## src/hdl/bsr_pkg.sv

```systemverilog
`timescale 1ns / 1ps

package bsr_pkg;

  localparam int DEPTH_DEF = 16;
  localparam int WORD_W    = 32;
  localparam int MODE_W    = 3;
  localparam int FILL_W    = 5;

  typedef enum logic [MODE_W-1:0] {
    OP_PUSH   = 3'd0,
    OP_POP    = 3'd1,
    OP_PEEK   = 3'd2,
    OP_CLEAR  = 3'd3,
    OP_REMOVE = 3'd4
  } op_t;

  typedef struct packed {
    logic                     push;
    logic                     remove;
    logic signed [WORD_W-1:0] value;
  } cell_ctl_t;

endpackage

```

## src/hdl/bsr_req_if.sv

```systemverilog
`timescale 1ns / 1ps

interface bsr_req_if import bsr_pkg::*; ();
  logic                     valid;
  logic                     ready;
  logic [MODE_W-1:0]        mode;
  logic signed [WORD_W-1:0] value;

  modport source (output valid, mode, value, input ready);
  modport sink   (input valid, mode, value, output ready);
endinterface

```

## src/hdl/bsr_rsp_if.sv

```systemverilog
`timescale 1ns / 1ps

interface bsr_rsp_if import bsr_pkg::*; ();
  logic                     valid;
  logic                     ready;
  logic                     ok;
  logic signed [WORD_W-1:0] read_value;
  logic [FILL_W-1:0]        fill_count;
  logic                     is_empty;
  logic                     is_full;

  modport source (output valid, ok, read_value, fill_count, is_empty, is_full, input ready);
  modport sink   (input valid, ok, read_value, fill_count, is_empty, is_full, output ready);
endinterface

```

## src/hdl/bsr_cell.sv

```systemverilog
`timescale 1ns / 1ps

module bsr_cell import bsr_pkg::*; #(
  parameter int DEPTH = DEPTH_DEF,
  parameter int INDEX = 0,
  localparam int CW   = $clog2(DEPTH + 1)
) (
  input  logic                     clk,
  input  cell_ctl_t                ctl,
  input  logic [CW-1:0]            count,
  input  logic signed [WORD_W-1:0] above_data,
  input  logic                     above_match_in,
  input  logic                     sel_in,
  input  logic signed [WORD_W-1:0] rd_in,
  output logic signed [WORD_W-1:0] data,
  output logic                     above_match_out,
  output logic                     sel_out,
  output logic signed [WORD_W-1:0] rd_out
);

  logic live;
  logic match;
  logic wr;

  assign live            = CW'(INDEX) < count;
  assign match           = ctl.remove && live && (data == ctl.value);
  assign above_match_out = above_match_in | match;
  assign sel_out         = sel_in | (match & ~above_match_in);
  assign wr              = ctl.push && (CW'(INDEX) == count);
  assign rd_out          = (CW'(INDEX + 1) == count) ? data : rd_in;

  always_ff @(posedge clk) begin
    if (wr) begin
      data <= ctl.value;
    end else if (sel_out) begin
      data <= above_data;
    end
  end

endmodule

```

## src/hdl/bounded_stack_with_remove_top.sv

```systemverilog
`timescale 1ns / 1ps
// Channel   Dir  Fields
// req       in   mode, value
// rsp       out  ok, read_value, fill_count, is_empty, is_full
//
// One word is accepted per cycle; its result appears in the output register
// on the next cycle. Remove searches and shifts the row of cells in that cycle.
// req is held off only while a result waits in the output register and rsp is
// not ready.
// rst clears the fill count and the output valid; cell contents are not reset.

module bounded_stack_with_remove_top import bsr_pkg::*; #(
  parameter int DEPTH = DEPTH_DEF
) (
  input logic       clk,
  input logic       rst,
  bsr_req_if.sink   req,
  bsr_rsp_if.source rsp
);

  localparam int CW = $clog2(DEPTH + 1);

  logic                     acc;
  logic [CW-1:0]            count;
  logic [CW-1:0]            count_next;
  logic                     ok_c;
  logic                     rd_op;
  logic                     found;
  cell_ctl_t                ctl;

  logic signed [WORD_W-1:0] cell_data [DEPTH];
  logic signed [WORD_W-1:0] rd_chain  [DEPTH+1];
  logic                     above_ch  [DEPTH+1];
  logic                     sel_ch    [DEPTH+1];

  assign req.ready = ~rsp.valid | rsp.ready;
  assign acc       = req.valid & req.ready;

  assign ctl.push   = acc && (req.mode == OP_PUSH);
  assign ctl.remove = acc && (req.mode == OP_REMOVE);
  assign ctl.value  = req.value;

  assign rd_chain[DEPTH] = '0;
  assign above_ch[DEPTH] = 1'b0;
  assign sel_ch[0]       = 1'b0;
  assign found           = above_ch[0];

  for (genvar i = 0; i < DEPTH; i++) begin : g_cell
    logic signed [WORD_W-1:0] above_data;
    if (i == DEPTH - 1) begin : g_top
      assign above_data = '0;
    end else begin : g_mid
      assign above_data = cell_data[i+1];
    end
    bsr_cell #(.DEPTH(DEPTH), .INDEX(i)) u_cell (
      .clk             (clk),
      .ctl             (ctl),
      .count           (count),
      .above_data      (above_data),
      .above_match_in  (above_ch[i+1]),
      .sel_in          (sel_ch[i]),
      .rd_in           (rd_chain[i+1]),
      .data            (cell_data[i]),
      .above_match_out (above_ch[i]),
      .sel_out         (sel_ch[i+1]),
      .rd_out          (rd_chain[i])
    );
  end

  always_comb begin
    ok_c       = 1'b0;
    rd_op      = 1'b0;
    count_next = count;
    case (op_t'(req.mode))
      OP_PUSH: begin
        ok_c = count < CW'(DEPTH);
        if (ok_c) count_next = count + CW'(1);
      end
      OP_POP: begin
        ok_c  = count != '0;
        rd_op = 1'b1;
        if (ok_c) count_next = count - CW'(1);
      end
      OP_PEEK: begin
        ok_c  = count != '0;
        rd_op = 1'b1;
      end
      OP_CLEAR: begin
        ok_c = count != '0;
        count_next = '0;
      end
      OP_REMOVE: begin
        ok_c = found;
        if (ok_c) count_next = count - CW'(1);
      end
      default: begin
        ok_c = 1'b0;
      end
    endcase
  end

  always_ff @(posedge clk) begin
    if (rst) begin
      count     <= '0;
      rsp.valid <= 1'b0;
    end else begin
      if (acc) begin
        count <= count_next;
      end
      if (acc) begin
        rsp.valid <= 1'b1;
      end else if (rsp.ready) begin
        rsp.valid <= 1'b0;
      end
    end
  end

  always_ff @(posedge clk) begin
    if (acc) begin
      rsp.ok         <= ok_c;
      rsp.read_value <= (ok_c && rd_op) ? rd_chain[0] : '0;
      rsp.fill_count <= FILL_W'(count_next);
      rsp.is_empty   <= count_next == '0;
      rsp.is_full    <= count_next == CW'(DEPTH);
    end
  end

  a_count_bound: assert property (@(posedge clk) disable iff (rst)
    count <= CW'(DEPTH))
    else $error("fill count above depth");

  a_push_grows: assert property (@(posedge clk) disable iff (rst)
    ctl.push && (count < CW'(DEPTH)) |=> count == $past(count) + CW'(1))
    else $error("push did not advance fill count");

  a_remove_live: assert property (@(posedge clk) disable iff (rst)
    ctl.remove && found |-> count != '0)
    else $error("remove matched on empty stack");

  a_result_follows: assert property (@(posedge clk) disable iff (rst)
    acc |=> rsp.valid)
    else $error("accepted word produced no result");

endmodule
```

## src/flat_wrapper.sv

```systemverilog
// flat-port wrapper written by rule: the top's interface ports become plain ports
module bounded_stack_with_remove_top_flat import bsr_pkg::*;
#(
  parameter int DEPTH = DEPTH_DEF
)
  (clk, rst, req_valid, req_mode, req_value, req_ready, rsp_valid, rsp_ok, rsp_read_value, rsp_fill_count, rsp_is_empty, rsp_is_full, rsp_ready);
  bsr_req_if req_i ();
  bsr_rsp_if rsp_i ();
  input logic clk;
  input logic rst;
  input wire logic [$bits(req_i.valid)-1:0] req_valid;
  input wire logic [$bits(req_i.mode)-1:0] req_mode;
  input wire logic [$bits(req_i.value)-1:0] req_value;
  output wire logic [$bits(req_i.ready)-1:0] req_ready;
  output wire logic [$bits(rsp_i.valid)-1:0] rsp_valid;
  output wire logic [$bits(rsp_i.ok)-1:0] rsp_ok;
  output wire logic [$bits(rsp_i.read_value)-1:0] rsp_read_value;
  output wire logic [$bits(rsp_i.fill_count)-1:0] rsp_fill_count;
  output wire logic [$bits(rsp_i.is_empty)-1:0] rsp_is_empty;
  output wire logic [$bits(rsp_i.is_full)-1:0] rsp_is_full;
  input wire logic [$bits(rsp_i.ready)-1:0] rsp_ready;
  assign req_i.valid = req_valid;
  assign req_i.mode = req_mode;
  assign req_i.value = req_value;
  assign req_ready = req_i.ready;
  assign rsp_valid = rsp_i.valid;
  assign rsp_ok = rsp_i.ok;
  assign rsp_read_value = rsp_i.read_value;
  assign rsp_fill_count = rsp_i.fill_count;
  assign rsp_is_empty = rsp_i.is_empty;
  assign rsp_is_full = rsp_i.is_full;
  assign rsp_i.ready = rsp_ready;
  bounded_stack_with_remove_top #(.DEPTH(DEPTH)) u_core (.clk(clk), .rst(rst), .req(req_i), .rsp(rsp_i));
endmodule
```

## config.mk

```make
export PLATFORM = sky130hd
export DESIGN_NAME = bounded_stack_with_remove_top_flat
export DESIGN_NICKNAME = d
export VERILOG_FILES = /design/src/hdl/bsr_pkg.sv /design/src/hdl/bsr_req_if.sv /design/src/hdl/bsr_rsp_if.sv /design/src/hdl/bsr_cell.sv /design/src/hdl/bounded_stack_with_remove_top.sv /design/src/flat_wrapper.sv
export SDC_FILE = /design/constraint.sdc
export NUM_CORES = 1
export LEC_CHECK = 0
export BUFFER_PORTS_ARGS = -buffer_cell sky130_fd_sc_hd__buf_2
export CAP_MARGIN = 20
export CORE_ASPECT_RATIO = 1.1
export CORE_MARGIN = 2
export CORE_UTILIZATION = 55
export DETAILED_ROUTE_END_ITERATION = 7
export PLACE_DENSITY = 0.78
export SYNTH_ARGS = -nofsm -noshare
export SYNTH_HDL_FRONTEND = slang
export SYNTH_SLANG_ARGS = --single-unit
```

## constraint.sdc

```tcl
create_clock -name clk -period 7.2 [get_ports clk]
set_clock_uncertainty 0.1 [all_clocks]
set_input_delay 0.72 -clock clk [delete_from_list [all_inputs] [get_ports clk]]
set_output_delay 0.72 -clock clk [all_outputs]
set_load 0.05 [all_outputs]
```

Yosys cells after proc, flatten, opt, wreduce, memory -nomap -nowiden

Index checks and enable logic that the tools add are counted.

Bits in registers: 558
Bits of input ports: 39
Output and inout bits: 42
Logic and storage cells: 272

Add/sub/neg operators: 2
Order comparisons: 17
Equality and inequality tests: 37
Mux-type cells: 56
Bitwise gates (word level): 63
Reductions and logical operators: 74

Operator list:

| operator                                                            | count |
|---|---|
| 32-bit 2-to-1 mux                                                   | 48 |
| 32-bit == test                                                      | 16 |
| 1-bit logical AND                                                   | 51 |
| 4-bit by 5-bit == test with 1-bit output, first input constant      | 8 |
| 4-bit by 5-bit < comparator with 1-bit output, first input constant | 8 |
| 2-bit nonzero test                                                  | 17 |
| 1-bit bitwise OR                                                    | 31 |
| 3-bit by 5-bit == test with 1-bit output, first input constant      | 4 |
| 3-bit by 5-bit < comparator with 1-bit output, first input constant | 4 |
| 5-bit case mux with 4 select lines                                  | 1 |
| 1-bit bitwise AND                                                   | 16 |
| 1-bit NOT                                                           | 16 |
| 5-bit 2-to-1 mux                                                    | 3 |
| 2-bit by 5-bit == test with 1-bit output, first input constant      | 2 |
| 5-bit logical NOT                                                   | 2 |
| 1-bit by 5-bit < comparator with 1-bit output, first input constant | 2 |
| 2-bit by 5-bit < comparator with 1-bit output, first input constant | 2 |
| 3-bit by 2-bit == test with 1-bit output, second input constant     | 2 |
| 5-bit by 1-bit adder with 5-bit output, second input constant       | 1 |
| 1-bit by 5-bit == test with 1-bit output, first input constant      | 1 |
| 5-bit == test, first input constant                                 | 1 |
| 5-bit == test, second input constant                                | 1 |
| 5-bit < comparator, second input constant                           | 1 |
| 5-bit nonzero test                                                  | 1 |
| 8 further kinds                                                     | 10 |

Depth between registers and ports, before layout

Word-level depth: 39
Gate-level depth with buffers: 15
Depth with buffers taken out: 11

Cells and area by module

A second synthesis with hierarchy kept.

Cell total of the unflattened synthesis: 2,742
Area, all modules: 37,667.4 um2

Modules (own cells, without submodules):

| module                               | instances | cells an instance | area each (um2) | sequential area each (um2) |
|---|---|---|---|---|
| bsr_cell at u_core.g_cell[1].u_cell  | 1         | 168               | 2,346.0         | 960.9 |
| bsr_cell at u_core.g_cell[11].u_cell | 1         | 160               | 2,316.0         | 960.9 |
| bsr_cell at u_core.g_cell[3].u_cell  | 1         | 158               | 2,316.0         | 960.9 |
| bsr_cell at u_core.g_cell[10].u_cell | 1         | 155               | 2,287.2         | 960.9 |
| bsr_cell at u_core.g_cell[8].u_cell  | 1         | 156               | 2,285.9         | 960.9 |
| bsr_cell at u_core.g_cell[0].u_cell  | 1         | 155               | 2,257.2         | 960.9 |
| bsr_cell at u_core.g_cell[13].u_cell | 1         | 161               | 2,202.1         | 960.9 |
| bsr_cell at u_core.g_cell[2].u_cell  | 1         | 165               | 2,200.9         | 960.9 |
| bounded_stack_with_remove_top        | 1         | 180               | 2,192.1         | 1,321.3 |
| bsr_cell at u_core.g_cell[15].u_cell | 1         | 166               | 2,184.6         | 960.9 |
| bsr_cell at u_core.g_cell[7].u_cell  | 1         | 157               | 2,183.3         | 960.9 |
| bsr_cell at u_core.g_cell[4].u_cell  | 1         | 158               | 2,170.8         | 960.9 |
| bsr_cell at u_core.g_cell[14].u_cell | 1         | 164               | 2,160.8         | 960.9 |
| bsr_cell at u_core.g_cell[12].u_cell | 1         | 156               | 2,157.1         | 960.9 |
| 3 more rows                          | -         | -                 | -               | - |

Worst setup path before layout

Ideal clock, no wire load.

Path kind: input to register
Start: input port req_value[3]
End: register u_core.g_cell[0].u_cell.data[0], enable pin
Library setup time: 0.470 ns
Data arrival time: 5.148 ns
Required time: 6.630 ns
Path slack: 1.482 ns
Cell stages on the path: 12
Buffers on the path: 3
Path through: buf_2 -> buf_4 -> buf_4 -> xnor2_1 -> nand4_1 -> nor4_1 -> nand3_1 -> nand4_1 -> nor3_1 -> nand2b_1 -> or3b_2 -> o31ai_1

Longest elaborated chain between the ends: 19
Elaborated cells on any way between the ends: 49
Those cells by class: eq/ne (16); bitwise (16); reduce/logical (17)

Ends and longest elaborated chain:

| item                           | line               | RTL |
|---|---|---|
| start, declared                | flat_wrapper.sv:13 | `input wire logic [$bits(req_i.value)-1:0] req_value;` |
| 32-bit == test                 | bsr_cell.sv:26     | `assign match = ctl.remove && live && (data == ctl.value);` |
| 1-bit logical AND              | bsr_cell.sv:26     |  |
| 1-bit bitwise OR (14 in a row) | bsr_cell.sv:27     | `assign above_match_out = above_match_in \| match;` |
| 1-bit NOT                      | bsr_cell.sv:28     | `assign sel_out = sel_in \| (match & ~above_match_in);` |
| 1-bit bitwise AND *            | bsr_cell.sv:28     |  |
| 2-bit nonzero test (no line) * | -                  |  |
| end signal, assigned           | bsr_cell.sv:34     | `data <= ctl.value;` |
| end signal, assigned           | bsr_cell.sv:36     | `data <= above_data;` |
| end, declared                  | bsr_cell.sv:15     | `output logic signed [WORD_W-1:0] data,` |

Every way passes the cells marked *; elsewhere a longest branch is shown, timed or not.
A chain may end at the register's enable or synchronous reset.

Worst setup path in the final report

Start: register u_core.count[2]
End: register u_core.g_cell[14].u_cell.data[10], enable pin

Longest elaborated chain between the ends: 34
Elaborated cells on any way between the ends: 109
Those cells by class: order compare (16); eq/ne (1); bitwise (58); reduce/logical (34)

Ends and longest elaborated chain:

| item                                          | line                                 | RTL |
|---|---|---|
| start, declared                               | bounded_stack_with_remove_top.sv:24  | `logic [CW-1:0] count;` |
| start signal, assigned                        | bounded_stack_with_remove_top.sv:108 | `count <= count_next;` |
| 4-bit by 5-bit < comparator with 1-bit output | bsr_cell.sv:25                       | `assign live = CW'(INDEX) < count;` |
| 1-bit logical AND (2 in a row)                | bsr_cell.sv:26                       |  |
| 1-bit bitwise OR (14 in a row)                | bsr_cell.sv:27                       |  |
| 1-bit NOT                                     | bsr_cell.sv:28                       |  |
| 1-bit bitwise AND                             | bsr_cell.sv:28                       |  |
| 1-bit bitwise OR (14 in a row)                | bsr_cell.sv:28                       |  |
| 2-bit nonzero test (no line) *                | -                                    |  |
| end signal, assigned                          | bsr_cell.sv:34                       |  |
| end signal, assigned                          | bsr_cell.sv:36                       |  |
| end, declared                                 | bsr_cell.sv:15                       |  |

Marked as above.

==> impl_metrics.py <==
metrics = {
    "place": {
        "place_congestion": 1.07,
        "portBuffers": 80,
        "place_hpwl_mm": 95.2,
        "placed_cell_area_um2": 35700,
        "dpl.cell_count": 3694,
    },
    "detailed_routing": {
        "drtIter0Drc": 4599,
        "ant_nets": 0,
        "firstDrtPassIters": 6,
        "viasPerCell": 7.24,
        "wl_per_cell_um": 34.0,
        "totalWireLength_mm": 129,
        "vias": 27500,
        "drc": 0,
    },
    "timing": {
        "setup_viol": 0,
        "worst_pin_slew_ns": 1.18,
        "clock.fmax_mhz": 196,
        "hold_viol": 0,
        "rsz0062_at_grt": "no",
        "finalMaxSlewViolations": 0,
        "slew_headroom_pct": 21.5,
        "setup-tns-final_ns": 0,
        "fin_crit_sh_pct": 70.7,
        "min_period_ns": 5.09,
    },
    "worst_setup_path": {
        "endpoint_kind": "flop",
        "path_buf_inv": 2,
        "critical_path_class": "reg -> reg",
        "start_kind": "flop",
        "max_stage_delay_ns": 0.88,
        "worstPathCellList": "nor3_1 > and2_1 > buf_4 > nor4b_1 > nand4_1 > nand4_2 > nor4_1 > nand2b_1 > nor3b_1 > o21ai_4 > buf_4",
        "arrival_ns": 5.37,
        "path_delay_family": "simple AND/OR/NAND/NOR gates",
        "crit_path_frequent_cell": "buf_4",
        "crit_required_ns": 7.48,
        "cp_max_fo": 35,
        "crit_slowest_cell": "nor3_1",
    },
    "yosys": {
        "synth_top_area_cell": "edfxtp_1",
        "syn_inst": 2985,
        "syn_nets": 3030,
        "synthTopCellsByArea": "edfxtp_1 48%, mux2_2 15%, xnor2_1 8.6%",
        "synthTopCellsByCount": "552 x edfxtp_1, 469 x mux2_2, 341 x xnor2_1",
        "syn_area_per_cell_um2": 11.7,
        "dominantRegCellSynth": "edfxtp_1",
        "yosysWarningCount": 0,
        "postSynth.asyncResetShare_pct": 0,
        "synth_area_um2": 34900,
        "synth.distinct_cells": 74,
        "synth-edff-count": 552,
        "yosysTopAreaCellShare_pct": 47.6,
        "ys_ff_latch": 558,
        "synth_most_common_cell": "edfxtp_1",
        "yosysSeqAreaShare_pct": 47.9,
    },
    "final_layout": {
        "layout-drive-gt1-share_pct": 26.2,
        "final_nets": 2968,
        "final_cell_area_um2": 37800,
        "antenna_cells": 0,
        "syn_to_final_growth_pct": 8.32,
        "fin_cells": 3805,
    },
    "die": {
        "ios": 81,
        "fp.dieW_um": 244,
        "num_rows": 96,
        "core-area_um2": 62600,
        "start_util_pct": 55.7,
        "die_h_um": 268,
        "die_area_um2": 65400,
    },
    "clock_tree": {
        "clkSlewWorstSetupHoldPaths_ns": 0.06,
        "clkSinkCount": 558,
        "cts_buffers": 60,
        "cts_resized": 0,
        "cts-root-buf": "clkbuf_16",
        "cts_tree": "done",
        "htreeDepth": 2,
        "hold_buffers": 0,
        "clk_latency_ns": 0.66,
        "post_cts_buffers": 0,
        "clk_path_buf_depth": 3,
    },
    "power_and_ir_drop": {
        "powerDensity_nw_per_um2": 200,
        "finalPower_w": 0.00757,
        "ir_drop_v": 0.000293,
        "p_leak_nw": 12.5,
    },
    "grt": {
        "overflow": 0,
        "grt_pass1_wl_mm": 183,
        "grt_usage_pct": 38.6,
        "grt_max_degree": 66,
        "grt_util_met3_pct": 12.1,
        "met2_usage_pct": 54.0,
        "antenna_found_initial": 1,
        "grt_pass1_vias": 25100,
        "busiest_layer": "met1",
        "use_met1_pct": 58.1,
    },
    "outcome": {
        "status": "finished clean",
    },
    "flow_run": {
        "maxCapViolations": 0,
    },
    "min_path": {
        "min_path_type": "in -> reg",
    },
}
-- worst register-to-register path, cell delays in order (launching register included) --
cell,delay (ns)
dfxtp_1,0.58
nor3_1,0.89
and2_1,0.24
buf_4,0.43
nor4b_1,0.16
nand4_1,0.26
nand4_2,0.31
nor4_1,0.66
nand2b_1,0.27
nor3b_1,0.37
o21ai_4,0.24
buf_4,0.33
-- layout by cell type, fill, tap and decap left out, types with 32 or more instances in the layout --
master / n
a211oi_1: 76
a21oi_1: 100
a221o_1: 55
a32oi_1: 32
and3_1: 43
buf_2: 80
buf_4: 78
clkbuf_16: 61
edfxtp_1: 552
mux2_2: 469
nand2_1: 102
nand4_1: 117
nor2_1: 166
nor3_1: 38
nor4_1: 107
o21ai_0: 75
xnor2_1: 341
xor2_1: 174
-- worst paths after layout --
path,start,endpoint,slack [ns],cells after the start
max,u_core.count[2],u_core.g_cell[14].u_cell.data[10],2.11,11
max reg2reg,u_core.count[2],u_core.g_cell[14].u_cell.data[10],2.11,11
min reg2reg,u_core.g_cell[1].u_cell.data[4],u_core.g_cell[0].u_cell.data[4],0.53,1
min,rst,u_core.rsp.valid,0.27,2
-- layout make-up --
type | instances | area, um2
clock buffer | 78 | 1630
clock inverter | 33 | 390
fill | 4971 | 24800
inverter | 13 | 48.8
multi-input combinational | 2131 | 16900
sequential | 558 | 16700
tap | 833 | 1040
timing repair buffer | 159 | 1010
-- flip-flops by register name, summed over array words and instances, names as in the netlist --
name and cells:
u_core.count 5, u_core.rsp.read_value 32, u_core.rsp.valid 1, u_core.rsp.ok 1, u_core.rsp.is_full 1, u_core.rsp.fill_count 5
u_core.rsp.is_empty 1, u_core.g_cell.u_cell.data 512
-- kinds of logic after synthesis --
kind of cell             synth area share, %
AO/OA/AOI/OAI                           8.98
adder cells (fa/ha/maj)                0.215
XOR/XNOR                                12.9
buffers and inverters                   3.90
AND/OR/NAND/NOR                         10.8
multiplexers                            15.3
flip-flops                              47.9
-- per-stage QoR --
stage                     setup slack (ns)  utilization [%]  hold slack [ns]
after floorplan                       1.48                -            0.467
after CTS                             2.21             60.3            0.244
final                                 2.11             60.3            0.274
after global placement                1.93             57.1            0.500
after detailed placement              1.88             57.1            0.502
after global routing                  1.92             60.3            0.288
-- layer usage --
metal,share of wire [%],up-vias
li1,-,11200
met1,42,14000
met2,41,2110
met3,14,228
met4,2.6,0
met5,0,-
-- power by group --
part	internal (W)	switching (W)	leakage [nW]
clock	0.00188	0.00137	0.985
combinational	0.000205	0.000553	6.27
sequential	0.00354	0.0000137	5.24
total	0.00563	0.00194	12.5
(Power assumes the default switching activity.)
